<file path="config.mk">
export PLATFORM = sky130hd
export DESIGN_NAME = mct_sum_stage
export DESIGN_NICKNAME = d
export VERILOG_FILES = /design/src/hw/rtl/mct_pkg.sv /design/src/hw/rtl/mct_sum_stage.sv
export SDC_FILE = /design/constraint.sdc
export NUM_CORES = 2
export LEC_CHECK = 0
export ABC_AREA = 1
export BUFFER_PORTS_ARGS = -buffer_cell sky130_fd_sc_hd__buf_2
export CAP_MARGIN = 25
export CORE_AREA = 2 2 355 357
export CTS_CLUSTER_SIZE = 40
export DETAILED_ROUTE_END_ITERATION = 7
export DIE_AREA = 0 0 357 359
export GPL_ROUTABILITY_DRIVEN = 1
export PLACE_DENSITY = 0.77
export SETUP_SLACK_MARGIN = 0.2
export SKIP_LAST_GASP = 1
export SLEW_MARGIN = 20
export SYNTH_ARGS = -nofsm -noshare
export SYNTH_HDL_FRONTEND = slang
export SYNTH_SLANG_ARGS = --single-unit
</file>
<file path="constraint.sdc">
create_clock -name clock -period 30 [get_ports clock]
set_input_delay 9 -clock clock [delete_from_list [all_inputs] [get_ports clock]]
set_output_delay 9 -clock clock [all_outputs]
set_load 0.05 [all_outputs]
</file>
<file path="src/hw/rtl/mct_pkg.sv">
package mct_pkg;

   localparam int DATA_W            = 32;
   localparam int LANES             = 4;
   localparam int LANE_IDX_W        = $clog2(LANES);
   localparam int FRAC_BITS_DEFAULT = 16;

   typedef enum logic {
      OP_LOAD  = 1'b0,
      OP_XFORM = 1'b1
   } op_type;

   typedef logic [LANES-1:0][DATA_W-1:0] vec_type;

   typedef struct packed {
      op_type                op;
      logic [LANE_IDX_W-1:0] column_index;
   } req_ctl_type;

endpackage

</file>
<file path="src/hw/rtl/mct_sum_stage.sv">
module mct_sum_stage #(
   parameter int FRAC_BITS = mct_pkg::FRAC_BITS_DEFAULT
) (
   input  logic              clock,
   input  logic              reset,
   input  logic              in_valid,
   output logic              in_ready,
   input  logic [mct_pkg::LANES-1:0][mct_pkg::LANES-1:0][2*mct_pkg::DATA_W-FRAC_BITS-1:0]
                             in_terms,
   output logic              out_valid,
   input  logic              out_ready,
   output mct_pkg::vec_type  out_vec,
   output logic              out_sat
);

   localparam int DW     = mct_pkg::DATA_W;
   localparam int TERM_W = 2 * DW - FRAC_BITS;
   localparam int PAIR_W = TERM_W + 1;
   localparam int SUM_W  = TERM_W + 2;
   localparam logic [DW-1:0] SAT_MAX = {1'b0, {(DW-1){1'b1}}};
   localparam logic [DW-1:0] SAT_MIN = {1'b1, {(DW-1){1'b0}}};

   logic                     s2_valid_ff;
   logic signed [PAIR_W-1:0] pair_ff [mct_pkg::LANES][2];
   logic signed [PAIR_W-1:0] pair_in [mct_pkg::LANES][2];

   logic                     s3_valid_ff;
   mct_pkg::vec_type         vec_ff, vec_in;
   logic                     sat_ff, sat_in;
   logic signed [SUM_W-1:0]  sum [mct_pkg::LANES];
   logic [mct_pkg::LANES-1:0] clip;

   logic s2_ready, s3_ready;

   assign s3_ready = !s3_valid_ff || out_ready;
   assign s2_ready = !s2_valid_ff || s3_ready;
   assign in_ready = s2_ready;

   always_comb begin
      for (int r = 0; r < mct_pkg::LANES; r++) begin
         for (int h = 0; h < 2; h++) begin
            pair_in[r][h] = PAIR_W'($signed(in_terms[r][2*h]))
                          + PAIR_W'($signed(in_terms[r][2*h+1]));
         end
      end
   end

   always_ff @(posedge clock) begin
      if (reset) begin
         s2_valid_ff <= 1'b0;
      end else if (s2_ready) begin
         s2_valid_ff <= in_valid;
      end
   end

   always_ff @(posedge clock) begin
      if (s2_ready) begin
         pair_ff <= pair_in;
      end
   end

   // row sum, then clip to 32 signed bits
   always_comb begin
      for (int r = 0; r < mct_pkg::LANES; r++) begin
         sum[r]  = SUM_W'(pair_ff[r][0]) + SUM_W'(pair_ff[r][1]);
         clip[r] = !((&sum[r][SUM_W-1:DW-1]) || !(|sum[r][SUM_W-1:DW-1]));
         if (clip[r]) begin
            vec_in[r] = sum[r][SUM_W-1] ? SAT_MIN : SAT_MAX;
         end else begin
            vec_in[r] = sum[r][DW-1:0];
         end
      end
      sat_in = |clip;
   end

   always_ff @(posedge clock) begin
      if (reset) begin
         s3_valid_ff <= 1'b0;
      end else if (s3_ready) begin
         s3_valid_ff <= s2_valid_ff;
      end
   end

   always_ff @(posedge clock) begin
      if (s3_ready) begin
         vec_ff <= vec_in;
         sat_ff <= sat_in;
      end
   end

   assign out_valid = s3_valid_ff;
   assign out_vec   = vec_ff;
   assign out_sat   = sat_ff;

   a_sat_means_clipped: assert property (@(posedge clock) disable iff (reset)
      (s3_valid_ff && sat_ff) |->
         (vec_ff[0] == SAT_MAX || vec_ff[0] == SAT_MIN ||
          vec_ff[1] == SAT_MAX || vec_ff[1] == SAT_MIN ||
          vec_ff[2] == SAT_MAX || vec_ff[2] == SAT_MIN ||
          vec_ff[3] == SAT_MAX || vec_ff[3] == SAT_MIN))
      else $error("saturated flag set without a clipped lane");

   a_s2_holds_on_stall: assert property (@(posedge clock) disable iff (reset)
      (s2_valid_ff && !s3_ready) |=> s2_valid_ff)
      else $error("pair-sum stage dropped a stalled item");

endmodule

</file>
==> results.yml <==
outcome:
  outcome: "finished, final reports clean"
clocking:
  cts-root-buf: "clkbuf_16"
  post_cts_buffers: 0
  clkSinkCount: 523
  htree_levels: 2
  clockBufferDepth: 3
  postCtsHoldBufs: 0
  tritoncts: "built"
  cts_made_buffers: 59
  path_clk_slew_ns: 0.06
  clock_latency_ns: 0.70
  cts_resized: 0
global_routing:
  grtUsageTotal_pct: 36.06
  antenna_found_initial: 29
  gr-total-overflow: 0
  grt_pass1_vias: 60060
  grt_max_degree: 171
  grt_pass1_wl_um: 352100
synthesis:
  synth_top_area_cell: "edfxtp_1"
  synth_xor_xnor_area_share_pct: 7.330
  synth_area_um2: 58430
  ys_warn_count: 0
  synth_adder_area_share_pct: 12.83
  synthMuxAreaShare_pct: 0
  ys_types: 46
  avgSynthCellArea_um2: 6.673
  synth_compound_area_share_pct: 14.05
  synth_top_family_by_area: "simple AND/OR/NAND/NOR gates"
  synth_edf_count: 521
  yosysTopAreaCellShare_pct: 26.78
  synthFlopType: "edfxtp_1"
  ys_seq_area_share_pct: 26.84
  ys_top_cells_by_area: "edfxtp_1, nand2_1, ha_1, inv_1, nor2_1"
  syn_nets: 10120
  synthCells: 8756
  synth-seq-cells: 523
  yosys.area_share.simple_pct: 29.00
  synthArstFlopShare_pct: 0
power_and_ir_drop:
  pwr_density_cell_nw_per_um2: 75.01
  swShare_pct: 52.48
  ir_worst_vdd_uv: 72.60
  p_seq_share_pct: 24.2
  p_int_uw: 2379
  power.switching_uw: 2627
  combinationalPowerShare_pct: 61.3
  p_leak_uw: 0.03388
  power_uw: 5006
  pwr-share-clk_pct: 14.6
flow_run:
  drv_cap: 0
timing:
  fmax_ghz: 0.05204
  max_slew.worst_pin.slew_ns: 1.033
  rsz0062_at_grt: "false"
  fin_crit_sh_pct: 64.06
  slew_viol_final: 0
  tns_ns: 0
  finalHoldViolCount: 0
  relSlewSlack_pct: 31.11
  fin_ws_ns: 10.78
  finalSetupViolations: 0
  min_period_ns: 19.22
  worst_hold_slack_ns: 0.5085
  fin_skew_ns: 0.04650
setup_path:
  cpMaxStageDelayCell: "nand3_4"
  crit_path_end_kind: "output port"
  startpoint_type: "input port"
  crit_required_ns: 21.00
  path_class: "in -> out"
  path_max_fanout: 43
  path_cells: "buf_2 -> inv_1 -> nand3_4 -> buf_2"
  rrSetupSlack_ns: 25.85
  endpoint: "in_ready"
  crit_start: "out_ready"
  reg2reg_to: "out_vec[17]"
  r2r_start: "pair_ff[343]"
  crit_arrival_ns: 10.22
  crit_path_max_incr_delay_ns: 0.51
  reg2regPathDepth: 19
  crit_top_cell: "buf_2"
route:
  vias: 63380
  drc: 0
  drt_iter0_drc: 6352
  routed_wl_um: 240500
  drt-pass1-iter-count: 6
  avgViaCountPerCell: 5.562
  drtAntennaViolNets: 0
  wl_per_cell_um: 21.10
die:
  row_count: 130
  start_util_pct: 46.90
  ios: 903
  coreArea_um2: 124600
  die_x_um: 357
  dieArea_um2: 128200
  die_h_um: 359
placed_design:
  pre_cts_slack_ns: 10.77
  numPortBuffers: 902
  gp_congestion: 1.132
  place_hpwl_um: 208700
cells_and_area:
  drive_gt1_share_pct: 11.01
  layout_commonest_cell: "nand2_1"
  fin_nets: 11050
  area_growth_pct: 14.21
  postLayoutCoreUtil_pct: 53.56
  layout_common_cells: "nand2_1, inv_1, nor2_1, buf_2, a21oi_1"
  fill_cells: 12640
hold_path:
  hp-class: "reg -> reg"
## registers in the layout, indices dropped and copies added, names as in the netlist
name and cells:
out_sat 1, out_valid 1, out_vec 128, pair_ff 392
s2_valid_ff 1
## cell usage after synthesis (4+ instances only)
master    number
nor3_1        58
xnor2_1      170
a31oi_1      253
a211oi_1       6
buf_6         17
a21oi_1      659
nor2_1       923
nand2_1     2582
o21bai_1      60
o221ai_1      14
xor2_1       319
o21a_1        34
o211ai_1      34
o21ai_1        6
fa_1          12
edfxtp_1     521
nand3b_1      16
nor3_2         4
clkbuf_1      10
or2_2          6
nand3_2       11
o211a_1        7
nand3_1      369
and2_1         8
ha_1         580
a21o_1        20
a21boi_0       7
nand4_1       72
inv_1       1465
nand2_2       18
o21ai_0      345
and3_1        29
nor2_2        23
o31ai_1       13
nor4_1        55
buf_4          7
## kinds of logic (layout without fill, tap and decap cells)
| group | count (synthesis) | after routing |
|---|---|---|
| AND/OR/NAND/NOR | 4180 | 4180 |
| AO/OA/AOI/OAI | 1467 | 1467 |
| XOR/XNOR | 489 | 489 |
| buffers and inverters | 1505 | 2484 |
| adder cells (fa/ha/maj) | 592 | 592 |
| other | 0 | 10 |
| flip-flops | 523 | 523 |
## layout make-up
| cell class | instances | area, um2 | share of cell area, % |
|---|---|---|---|
| multi-input combinational | 6728 | 36960 | 55.38 |
| sequential | 523 | 15690 | 23.50 |
| inverter | 1468 | 5510 | 8.257 |
| timing repair buffer | 909 | 4577 | 6.858 |
| tap | 1650 | 2064 | 3.094 |
| clock buffer | 69 | 1514 | 2.269 |
| clock inverter | 38 | 399.1 | 0.5981 |
| antenna | 10 | 25.02 | 0.03750 |
## stage by stage
stage / instance area (um2) / cells
finish: 66730 / 11400
detailed placement: 64790 / 11280
CTS: 66700 / 11380
floorplan: 58430 / 8756
global placement: 64780 / 11280
global route: 66720 / 11390
## power groups by stage
| stage | Clock, uW | Sequential [uW] | Combinational, uW |
|---|---|---|---|
| after floorplan | 0 | 1490 | 1740 |
| after global placement | 0 | 1220 | 2940 |
| after detailed placement | 0 | 1220 | 2960 |
| after CTS | 737 | 1210 | 2980 |
| after global routing | 762 | 1230 | 3320 |
| final | 729 | 1210 | 3070 |
## how the worst min path moves through the flow
stage	startpoint	endpoint	slack, ns	cells past startpoint
floorplan	s2_valid_ff	out_valid	0.42	2
global placement	s2_valid_ff	out_valid	0.47	2
detailed placement	s2_valid_ff	out_valid	0.50	2
CTS	s2_valid_ff	out_valid	0.50	2
global route	s2_valid_ff	out_valid	0.51	2
finish	s2_valid_ff	out_valid	0.51	2
## worst max-delay path: cells and delay by family
family,cells,cell delay [ns]
buf+inv,3,0.68
simple gates,1,0.51
## per-layer routing
| metal | share of wire, % | global-route usage (%) | wire length [um] | vias to the layer above |
|---|---|---|---|---|
| li1 | - | - | - | 30640 |
| met3 | 9.4 | 6.959 | 22690 | 504 |
| met5 | 0.071 | 0 | 171 | - |
| met2 | 45 | 58.31 | 107500 | 2973 |
| met1 | 41 | 46.79 | 98860 | 29240 |
| met4 | 4.7 | 15.31 | 11260 | 30 |
(Power assumes the default switching activity.)
